**config.mk**
```make
export PLATFORM = sky130hd
export DESIGN_NAME = dmt_front
export DESIGN_NICKNAME = d
export VERILOG_FILES = /design/src/rtl/distinct_multiplicity_table_top_defines.svh /design/src/rtl/dmt_pkg.sv /design/src/rtl/dmt_front.sv
export SDC_FILE = /design/constraint.sdc
export NUM_CORES = 1
export LEC_CHECK = 0
export ABC_AREA = 1
export BUFFER_PORTS_ARGS = -buffer_cell sky130_fd_sc_hd__clkbuf_2
export CORE_MARGIN = 5
export CORE_UTILIZATION = 52
export CTS_BUF_LIST = sky130_fd_sc_hd__clkbuf_16
export CTS_CLUSTER_SIZE = 24
export DETAILED_ROUTE_END_ITERATION = 10
export PLACE_DENSITY = 0.76
export REMOVE_ABC_BUFFERS = 1
export SKIP_CTS_REPAIR_TIMING = 1
export SYNTH_ARGS = -nofsm -noshare
export SYNTH_HDL_FRONTEND = slang
export SYNTH_SLANG_ARGS = --single-unit
```
**constraint.sdc**
```tcl
create_clock -name clk -period 5.2 [get_ports clk]
set_input_delay 0.26 -clock clk [delete_from_list [all_inputs] [get_ports clk]]
set_output_delay 0.26 -clock clk [all_outputs]
set_load 0.01 [all_outputs]
```
**src/rtl/distinct_multiplicity_table_top_defines.svh**
```systemverilog
// Assertion macros used by the RTL file dmt_back.
`ifndef DISTINCT_MULTIPLICITY_TABLE_TOP_DEFINES_SVH
`define DISTINCT_MULTIPLICITY_TABLE_TOP_DEFINES_SVH
`ifndef SYNTHESIS
// Same-cycle implication.
`define DMT_ASSERT_SAME(lbl, clk, rst_n, ante, cons) \
    lbl: assert property (@(posedge clk) disable iff (!rst_n) (ante) |-> (cons)) \
        else $error("dmt assertion failed");
// Next-cycle implication.
`define DMT_ASSERT_NEXT(lbl, clk, rst_n, ante, cons) \
    lbl: assert property (@(posedge clk) disable iff (!rst_n) (ante) |=> (cons)) \
        else $error("dmt assertion failed");
`else
`define DMT_ASSERT_SAME(lbl, clk, rst_n, ante, cons)
`define DMT_ASSERT_NEXT(lbl, clk, rst_n, ante, cons)
`endif
`endif

```
**src/rtl/dmt_pkg.sv**
```systemverilog
`timescale 1ns / 1ps
package dmt_pkg;

    localparam int DEF_TABLE_ENTRIES = 64;
    localparam int DEF_KEY_BITS      = 32;
    localparam int DEF_COUNT_BITS    = 16;
    localparam int DEF_TIME_BITS     = 32;

    localparam int KEY_PORT_W  = 32;
    localparam int TIME_PORT_W = 32;

    // decoupling queue between front and back
    localparam int QUEUE_DEPTH = 2;

    typedef enum logic [1:0] {
        OPC_HEARTBEAT = 2'd0,
        OPC_INSERT    = 2'd1,
        OPC_DELETE    = 2'd2
    } opcode_t;

    typedef enum logic [1:0] {
        KIND_INSERT    = 2'd0,
        KIND_DELETE    = 2'd1,
        KIND_HEARTBEAT = 2'd2,
        KIND_ERROR     = 2'd3
    } kind_t;

    typedef enum logic [1:0] {
        ERR_NONE    = 2'd0,
        ERR_FULL    = 2'd1,
        ERR_UNKNOWN = 2'd2
    } err_t;

endpackage

```
**src/rtl/dmt_front.sv**
```systemverilog
`timescale 1ns / 1ps
module dmt_front #(
    parameter int KEY_W  = dmt_pkg::DEF_KEY_BITS,
    parameter int TIME_W = dmt_pkg::DEF_TIME_BITS
) (
    input  logic                              clk,
    input  logic                              rst_n,
    input  logic                              in_valid,
    output logic                              in_stall,
    input  logic [1:0]                        opcode,
    input  logic [dmt_pkg::KEY_PORT_W-1:0]    tuple_key,
    input  logic [dmt_pkg::TIME_PORT_W-1:0]   event_time,
    output logic                              q_valid,
    output dmt_pkg::opcode_t                  q_op,
    output logic [KEY_W-1:0]                  q_key,
    output logic [TIME_W-1:0]                 q_time,
    input  logic                              q_pop
);
    import dmt_pkg::*;

    localparam int PTR_W = $clog2(QUEUE_DEPTH);
    localparam int CNT_W = $clog2(QUEUE_DEPTH + 1);

    opcode_t           op_mem   [QUEUE_DEPTH];
    logic [KEY_W-1:0]  key_mem  [QUEUE_DEPTH];
    logic [TIME_W-1:0] time_mem [QUEUE_DEPTH];

    logic [PTR_W-1:0] wr_ptr_reg, wr_ptr_next;
    logic [PTR_W-1:0] rd_ptr_reg, rd_ptr_next;
    logic [CNT_W-1:0] count_reg, count_next;

    logic accept;
    logic known_op;
    logic push;

    assign in_stall = (count_reg == CNT_W'(QUEUE_DEPTH));
    assign accept   = in_valid && !in_stall;
    // opcode three is taken and dropped here
    assign known_op = (opcode == OPC_HEARTBEAT) || (opcode == OPC_INSERT) ||
                      (opcode == OPC_DELETE);
    assign push     = accept && known_op;

    assign q_valid = (count_reg != '0);
    assign q_op    = op_mem[rd_ptr_reg];
    assign q_key   = key_mem[rd_ptr_reg];
    assign q_time  = time_mem[rd_ptr_reg];

    always_comb
    begin
        wr_ptr_next = wr_ptr_reg;
        rd_ptr_next = rd_ptr_reg;
        count_next  = count_reg;
        if (push)
        begin
            wr_ptr_next = (wr_ptr_reg == PTR_W'(QUEUE_DEPTH - 1)) ? '0 : wr_ptr_reg + 1'b1;
        end
        if (q_pop)
        begin
            rd_ptr_next = (rd_ptr_reg == PTR_W'(QUEUE_DEPTH - 1)) ? '0 : rd_ptr_reg + 1'b1;
        end
        if (push && !q_pop)
        begin
            count_next = count_reg + 1'b1;
        end
        else if (!push && q_pop)
        begin
            count_next = count_reg - 1'b1;
        end
    end

    always_ff @(posedge clk or negedge rst_n)
    begin
        if (!rst_n)
        begin
            wr_ptr_reg <= '0;
            rd_ptr_reg <= '0;
            count_reg  <= '0;
        end
        else
        begin
            wr_ptr_reg <= wr_ptr_next;
            rd_ptr_reg <= rd_ptr_next;
            count_reg  <= count_next;
        end
    end

    // key and time narrowed to their compare widths on entry
    always_ff @(posedge clk)
    begin
        if (push)
        begin
            op_mem[wr_ptr_reg]   <= opcode_t'(opcode);
            key_mem[wr_ptr_reg]  <= tuple_key[KEY_W-1:0];
            time_mem[wr_ptr_reg] <= event_time[TIME_W-1:0];
        end
    end

endmodule

```
==> results of run 1 <==
[metrics by stage]
| step | hold slack, ps | util | worst slack, ps |
|---|---|---|---|
| floorplan | -35.6 | - | 1330 |
| global placement | 70.7 | 0.611 | 2770 |
| detailed placement | 80.2 | 0.611 | 2640 |
| CTS | -356 | 0.679 | 2610 |
| global route | 21.8 | 0.680 | 2490 |
| finish | 46.4 | 0.680 | 2690 |
[power groups by stage]
stage	clock, mW	combinational (mW)	sequential (mW)
floorplan	0	0.602	1.59
detailed placement	0	0.894	1.63
global route	1.39	0.949	1.63
global placement	0	0.883	1.61
finish	1.30	0.881	1.60
CTS	1.33	0.898	1.61
[cell type report]
class	count	area, um^2	area share
Sequential cell	136	4070	0.617
Multi-Input combinational cell	83	953	0.145
Clock buffer	17	425	0.0646
Timing Repair Buffer	140	711	0.108
Clock inverter	15	233	0.0353
Inverter	9	33.8	0.00513
Tap cell	133	166	0.0253
[worst max-delay path, delay by kind of cell, from the launching register on]
kind                   cells  cell delay [ps]
buffers and inverters      2              590
flip-flops                 1              390
AND/OR/NAND/NOR            3             1160
[routing by layer]
| metal | track usage | vias up | wire, um |
|---|---|---|---|
| li1 | - | 1217 | - |
| met1 | 0.176 | 1261 | 3360 |
| met2 | 0.265 | 93 | 4680 |
| met3 | 0.0568 | 14 | 678 |
| met4 | 0.0739 | 0 | 117 |
| met5 | 0 | - | 0 |
[layout by cell type (no fill, tap or decap), drive strengths merged]
cell type / instances
clkinvlp: 3
inv: 10
nand4: 2
dfrtp: 4
mux2: 66
nand2: 9
nand3: 2
xnor2: 1
xor2: 1
nor2: 1
ha: 1
clkbuf: 154
dlygate4sd3: 1
clkinv: 5
buf: 2
edfxtp: 132
bufinv: 6
[final timing paths]
check / from / end / cells after the start / slack, ps
max in group asynchronous: rst_n / rd_ptr_reg / 2 / 4860
max: count_reg[0] / key_mem[1][23] / 5 / 2690
max reg2reg: count_reg[0] / key_mem[1][23] / 5 / 2690
min reg2reg: wr_ptr_reg / wr_ptr_reg / 2 / 470
min in group asynchronous: rst_n / wr_ptr_reg / 2 / 190
min: tuple_key[31] / key_mem[1][31] / 1 / 50
[logic make-up (layout without fill, tap and decap cells)]
logic type,after synthesis,in the layout,share of synthesized area
fa+ha+maj,1,1,0.00245
simple gates,14,14,0.0118
mux,66,66,0.168
buf+inv,16,181,0.0177
flops,136,136,0.797
xor+xnor,2,2,0.00344
==> flow_summary.json, run 1 <==
{
  "crit_arrival_ps": 2560,
  "portBuffers": 137,
  "clk_latency_ps": 400,
  "avgSynthCellArea_um2": 21.7,
  "relSlewSlack": 0.276,
  "seq_area_frac_synth": 0.797,
  "detail_route.vias_per_cell": 4.85,
  "gp_congestion": 0.748,
  "track_usage": 0.157,
  "max_stage_delay_ps": 870,
  "synth_area_leaders": "edfxtp_1 (78%), mux2_4 (8.8%), mux2_2 (7.9%)",
  "power_frac_seq": 0.423,
  "placed_area_um2": 5920,
  "power_per_cell_area_nw_per_um2": 574,
  "drtIter0Drc": 107,
  "area_growth_pct": 29.2,
  "cp_max_fo": 38,
  "cap_violations": 0,
  "die_h_um": 109,
  "wl_per_cell_um": 16.6,
  "hold_violations": 0,
  "final_cell_area_um2": 6590,
  "syn_inst": 235,
  "synth_edf_count": 132,
  "clock-sinks": 136,
  "cts_tree": "built",
  "grt_max_degree": 68,
  "diodes": 0,
  "antenna_found_initial": 0,
  "die_w_um": 109,
  "path_cells": "inv_1 -> nand2_1 -> nand3_1 -> nor2_4 -> buf_4",
  "drv_slew": 0,
  "htree_levels": 4,
  "dr_total_vias": 2585,
  "tightestPinTransition_ps": 1080,
  "setup_viol_count_final": 0,
  "critPathSlowestCell": "nor2_4",
  "status": "finished clean",
  "cellInternalPower_mw": 2.80,
  "initial_core_util": 0.527,
  "switchingPower_mw": 0.985,
  "period_share": 0.482,
  "synthArstFlopShare": 0.0294,
  "synth.yosys.warnings": 0,
  "grt_pass1_wl_um": 13600,
  "synth_most_common_cell": "edfxtp_1",
  "firstDrtPassIters": 4,
  "fill_cells": 653,
  "core-area_um2": 9680,
  "synth-main-ff-cell": "edfxtp_1",
  "ys_seq_elements": 136,
  "cts-root-buf": "clkbuf_16",
  "ir_drop_uv": 373,
  "cts_buffers": 17,
  "leakage_nw": 2.65,
  "min_period_ps": 2510,
  "synth_area_um2": 5100,
  "rsz0062_at_grt": "no",
  "cp.required_ps": 5250,
  "dieArea_um2": 11900,
  "p_sw_frac": 0.260,
  "p_comb_frac": 0.233,
  "power_mw": 3.79,
  "cp-end-kind": "register",
  "fmax_mhz": 399,
  "drt_wl_total_um": 8840,
  "finClkSkew_ps": 10.3,
  "dpl.cell_count": 500,
  "cts_max_path_buffers": 2,
  "overflow": 0,
  "dpl.hpwl_um": 5870,
  "ys_types": 15,
  "pwr-share-clk": 0.345,
  "ioPinCount": 138,
  "grt_pass1_vias": 2823,
  "clkSlewWorstSetupHoldPaths_ps": 60,
  "final_cells": 533,
  "synthDominantCellAreaShare": 0.777,
  "hp-class": "input pin to register",
  "final.setup.tns_ps": 0,
  "yosys-top-cells-count": "edfxtp_1 (132), mux2_2 (36), mux2_4 (30), inv_1 (9), nand2_1 (9)",
  "postRouteAntennaNets": 0,
  "final_nets": 458,
  "largestRegisters": "key_mem: 64 flops, time_mem: 64 flops, op_mem: 4 flops",
  "drc_errors": 0,
  "criticalPathCategory": "register to register",
  "std_cell_rows": 36,
  "drive_gt1_frac": 0.593,
  "synth_top_area_cell": "edfxtp_1",
  "worstSetupStartpointType": "register"
}
Note: power is estimated with default switching activity, not from simulation.
==> run 2, diff against run 1 <==
--- a/config.mk
+++ b/config.mk
@@ -8,11 +8,11 @@
 export ABC_AREA = 1
 export BUFFER_PORTS_ARGS = -buffer_cell sky130_fd_sc_hd__clkbuf_2
 export CORE_MARGIN = 5
-export CORE_UTILIZATION = 52
+export CORE_UTILIZATION = 47
 export CTS_BUF_LIST = sky130_fd_sc_hd__clkbuf_16
 export CTS_CLUSTER_SIZE = 24
 export DETAILED_ROUTE_END_ITERATION = 10
-export PLACE_DENSITY = 0.76
+export PLACE_DENSITY = 0.73
 export REMOVE_ABC_BUFFERS = 1
 export SKIP_CTS_REPAIR_TIMING = 1
 export SYNTH_ARGS = -nofsm -noshare
==> constraint.sdc (replaced) <==
create_clock -name clk -period 2.26 [get_ports clk]
set_input_delay 0.113 -clock clk [delete_from_list [all_inputs] [get_ports clk]]
set_output_delay 0.113 -clock clk [all_outputs]
set_load 0.01 [all_outputs]
==> flow_summary.json, run 2 (synthesis results as in run 1) <==
{
  "status": "finished clean",
  "wl_per_cell_um": 16.0,
  "relSlewSlack": 0.678,
  "whs_ps": 29.4,
  "critPathSlowestCell": "dfrtp_4",
  "power_mw": 8.67,
  "grt_pass1_vias": 2791,
  "clock-sinks": 136,
  "crit_arrival_ps": 1800,
  "cap_violations": 0,
  "detail_route.vias_per_cell": 4.69,
  "dpl.hpwl_um": 5900,
  "dr_total_vias": 2858,
  "cp-end-kind": "output port",
  "clk_latency_ps": 400,
  "rsz0062_at_grt": "no",
  "final_cell_area_um2": 7270,
  "cp.required_ps": 2150,
  "postRouteAntennaNets": 0,
  "leakage_nw": 2.94,
  "max_stage_delay_ps": 410,
  "die_h_um": 114,
  "antenna_found_initial": 0,
  "grt_max_degree": 68,
  "initial_core_util": 0.475,
  "htree_levels": 4,
  "final.setup.tns_ps": 0,
  "path_delay_family": "buffers and inverters",
  "dieArea_um2": 13000,
  "power_per_cell_area_nw_per_um2": 1190,
  "clkSlewWorstSetupHoldPaths_ps": 60,
  "setup_viol_count_final": 0,
  "gp_congestion": 0.765,
  "grt_pass1_wl_um": 13700,
  "firstDrtPassIters": 4,
  "final_nets": 528,
  "path_cells": "buf_12 -> mux2_2 -> clkbuf_2",
  "std_cell_rows": 38,
  "worstSetupStartpointType": "register",
  "core-area_um2": 10700,
  "drv_slew": 0,
  "drc_errors": 0,
  "cp_max_fo": 67,
  "portBuffers": 137,
  "drtIter0Drc": 112,
  "tightestPinTransition_ps": 483,
  "layout_common_cells": "clkbuf_2 (137), edfxtp_1 (132), dlygate4sd3_1 (68)",
  "cts-root-buf": "clkbuf_16",
  "die_w_um": 114,
  "ioPinCount": 138,
  "drive_gt1_frac": 0.509,
  "diodes": 0,
  "finClkSkew_ps": 4.86,
  "path_buf_inv": 2,
  "fmax_mhz": 524,
  "cts_max_path_buffers": 2,
  "placed_area_um2": 5980,
  "final_common_cell": "clkbuf_2",
  "hp-class": "input pin to register",
  "hold_violations": 0,
  "drt_wl_total_um": 9750,
  "period_share": 0.845,
  "criticalPathCategory": "register to output port",
  "cts_buffers": 17,
  "overflow": 0,
  "largestRegisters": "key_mem: 64 flops, time_mem: 64 flops, op_mem: 4 flops",
  "dpl.cell_count": 510,
  "min_period_ps": 1910,
  "final_cells": 610,
  "area_growth_pct": 42.6,
  "track_usage": 0.141,
  "ir_drop_uv": 712,
  "cts_tree": "built"
}
## run 2: metal layers
| metal | GRT usage | up-vias | part of all wire |
|---|---|---|---|
| met3 | 0.0544 | 16 | 0.064 |
| li1 | - | 1359 | - |
| met1 | 0.155 | 1384 | 0.38 |
| met4 | 0.0610 | 0 | 0.017 |
| met2 | 0.245 | 99 | 0.54 |
| met5 | 0 | - | 0 |
## run 2: layout make-up
type | instances | area (um^2)
sequential | 136 | 4070
fill | 729 | 3470
timing repair buffer | 210 | 1430
multi-input combinational | 83 | 953
clock buffer | 17 | 425
clock inverter | 15 | 186
tap | 140 | 175
inverter | 9 | 33.8
## run 2: path summary, 6_finish.rpt
kind                                end  slack [ps]         start  depth (start not counted)
setup / recovery             q_time[20]         350    rd_ptr_reg                          3
hold / removal               wr_ptr_reg          30      in_valid                          3
setup reg to reg           count_reg[1]         680  count_reg[0]                          9
hold reg to reg              wr_ptr_reg         490    wr_ptr_reg                          2
max in group asynchronous    rd_ptr_reg        2030         rst_n                          2
min in group asynchronous    wr_ptr_reg          80         rst_n                          2
## run 2: worst reg2reg max path, delay by kind of cell, from the launching register on
family | cells | cell delay, ps
DFF | 1 | 400
buffers and inverters | 3 | 290
adders and majority gates | 1 | 320
and+or+nand+nor | 5 | 460
## run 2: through the flow
stage	utilization	setup WS, ps
final	0.677	350
after global routing	0.677	319
after CTS	0.613	365
after detailed placement	0.556	670
after global placement	0.556	750
after floorplan	-	-1610
## run 2: where the power goes
| part | switching [mW] | total, mW | internal (mW) | leakage [nW] |
|---|---|---|---|---|
| clock | 0.973 | 2.80 | 1.83 | 0.300 |
| combinational | 1.25 | 2.46 | 1.20 | 1.37 |
| sequential | 0.111 | 3.41 | 3.30 | 1.26 |
==> run 3, diff against run 2 <==
--- a/config.mk
+++ b/config.mk
@@ -8,11 +8,11 @@
 export ABC_AREA = 1
 export BUFFER_PORTS_ARGS = -buffer_cell sky130_fd_sc_hd__clkbuf_2
 export CORE_MARGIN = 5
-export CORE_UTILIZATION = 47
+export CORE_UTILIZATION = 52
 export CTS_BUF_LIST = sky130_fd_sc_hd__clkbuf_16
 export CTS_CLUSTER_SIZE = 24
 export DETAILED_ROUTE_END_ITERATION = 10
-export PLACE_DENSITY = 0.73
+export PLACE_DENSITY = 0.76
 export REMOVE_ABC_BUFFERS = 1
 export SKIP_CTS_REPAIR_TIMING = 1
 export SYNTH_ARGS = -nofsm -noshare
==> constraint.sdc (replaced) <==
create_clock -name clk -period 1.9 [get_ports clk]
set_input_delay 0.095 -clock clk [delete_from_list [all_inputs] [get_ports clk]]
set_output_delay 0.095 -clock clk [all_outputs]
set_load 0.01 [all_outputs]
==> flow_summary.json, run 3 (synthesis results as in run 1) <==
{
  "cts-root-buf": "clkbuf_16",
  "grt_pass1_wl_um": 13400,
  "final_cell_area_um2": 7320,
  "layout_common_cells": "clkbuf_2 (137), edfxtp_1 (132), dlygate4sd3_1 (68)",
  "cts_buffers": 17,
  "cts_tree": "built",
  "grt_max_degree": 50,
  "utilization": 0.756,
  "status": "finished clean",
  "p_sw_frac": 0.269,
  "power_frac_seq": 0.396,
  "ioPinCount": 138,
  "hold_violations": 0,
  "relSlewSlack": 0.806,
  "cellInternalPower_mw": 7.63,
  "crit_arrival_ps": 1760,
  "overflow": 0,
  "wl_per_cell_um": 16.5,
  "firstDrtPassIters": 4,
  "initial_core_util": 0.527,
  "p_comb_frac": 0.286,
  "cp.required_ps": 1800,
  "area_growth_pct": 43.6,
  "cap_violations": 0,
  "track_usage": 0.155,
  "worstSetupStartpointType": "register",
  "finClkSkew_ps": 7.93,
  "dpl.cell_count": 506,
  "drive_gt1_frac": 0.515,
  "min_period_ps": 1860,
  "dieArea_um2": 11900,
  "placed_area_um2": 6000,
  "switchingPower_mw": 2.81,
  "std_cell_rows": 36,
  "fmax_mhz": 539,
  "gp_congestion": 0.714,
  "diodes": 0,
  "power_per_cell_area_nw_per_um2": 1430,
  "grt_pass1_vias": 2777,
  "htree_levels": 4,
  "clock-sinks": 136,
  "largestRegisters": "key_mem: 64 flops, time_mem: 64 flops, op_mem: 4 flops",
  "criticalPathCategory": "register to output port",
  "setup_viol_count_final": 0,
  "drc_errors": 0,
  "clk_latency_ps": 400,
  "die_w_um": 109,
  "clkSlewWorstSetupHoldPaths_ps": 60,
  "drv_slew": 0,
  "cp-end-kind": "output port",
  "drtIter0Drc": 112,
  "pwr-share-clk": 0.318,
  "die_h_um": 109,
  "detail_route.vias_per_cell": 4.79,
  "period_share": 0.977,
  "drt_wl_total_um": 10000,
  "dpl.hpwl_um": 6000,
  "leakage_nw": 2.95,
  "ir_drop_uv": 776,
  "cts_max_path_buffers": 2,
  "portBuffers": 137,
  "hp-class": "input pin to register",
  "cp_max_fo": 15,
  "antenna_found_initial": 0,
  "tightestPinTransition_ps": 291,
  "postRouteAntennaNets": 0,
  "final_cells": 607,
  "final_common_cell": "clkbuf_2",
  "final_nets": 532,
  "dr_total_vias": 2907,
  "core-area_um2": 9680
}
## run 3: cell count changes in the layout (fill, tap and decap cells not counted)
cell	change
clkinv_4	-3
clkinvlp_4	+3
buf_4	+2
inv_1	-2
buf_12	+1
buf_16	+1
clkinv_1	+1
clkinv_2	+1
## run 3: critical path: stages (launching register included)
cell	delay [ps]
dfrtp_4	590
buf_4	250
mux2_2	380
clkbuf_2	140
## run 3: final timing paths
kind,start,endpoint,slack [ps],depth (start not counted)
setup / recovery,rd_ptr_reg,q_op[0],40,3
hold / removal,in_valid,wr_ptr_reg,10,3
setup reg to reg,count_reg[0],time_mem[1][26],340,5
hold reg to reg,wr_ptr_reg,wr_ptr_reg,490,2
max in group asynchronous,rst_n,rd_ptr_reg,1730,2
min in group asynchronous,rst_n,wr_ptr_reg,20,2
## run 3: stage by stage
step / hold WS (ps) / setup TNS [ps] / total power, mW / setup slack [ps]
final: 15.0 / 0 / 10.4 / 44.0
after global routing: 10.2 / -15.0 / 10.9 / -15.0
after CTS: -522 / -3550 / 10.3 / -123
after detailed placement: -87.6 / 0 / 7.02 / 319
after global placement: -90.3 / 0 / 6.96 / 339
after floorplan: -201 / -201630 / 5.99 / -1970
## run 3: cell type report
type / count / area, um^2
clock inverters: 15 / 184
clock buffers: 17 / 425
repair buffers: 214 / 1490
flip-flops and latches: 136 / 4070
inverters: 9 / 33.8
fillers: 584 / 2360
well taps: 133 / 166
multi-input cells: 83 / 953
## run 3: power by group through the flow
stage / logic [mW] / clock network (mW) / registers, mW
6_report: 2.98 / 3.32 / 4.14
5_1_grt: 3.20 / 3.53 / 4.19
4_1_cts: 2.77 / 3.38 / 4.20
3_5_place_dp: 2.77 / 0 / 4.26
3_3_place_gp: 2.74 / 0 / 4.22
2_1_floorplan: 1.65 / 0 / 4.34
## run 3: metal layers
layer | wire [um] | up-vias | track usage
met5 | 0 | - | 0
met1 | 3960 | 1421 | 0.172
met2 | 5240 | 100 | 0.264
met3 | 635 | 15 | 0.0574
li1 | - | 1371 | -
met4 | 177 | 0 | 0.0730
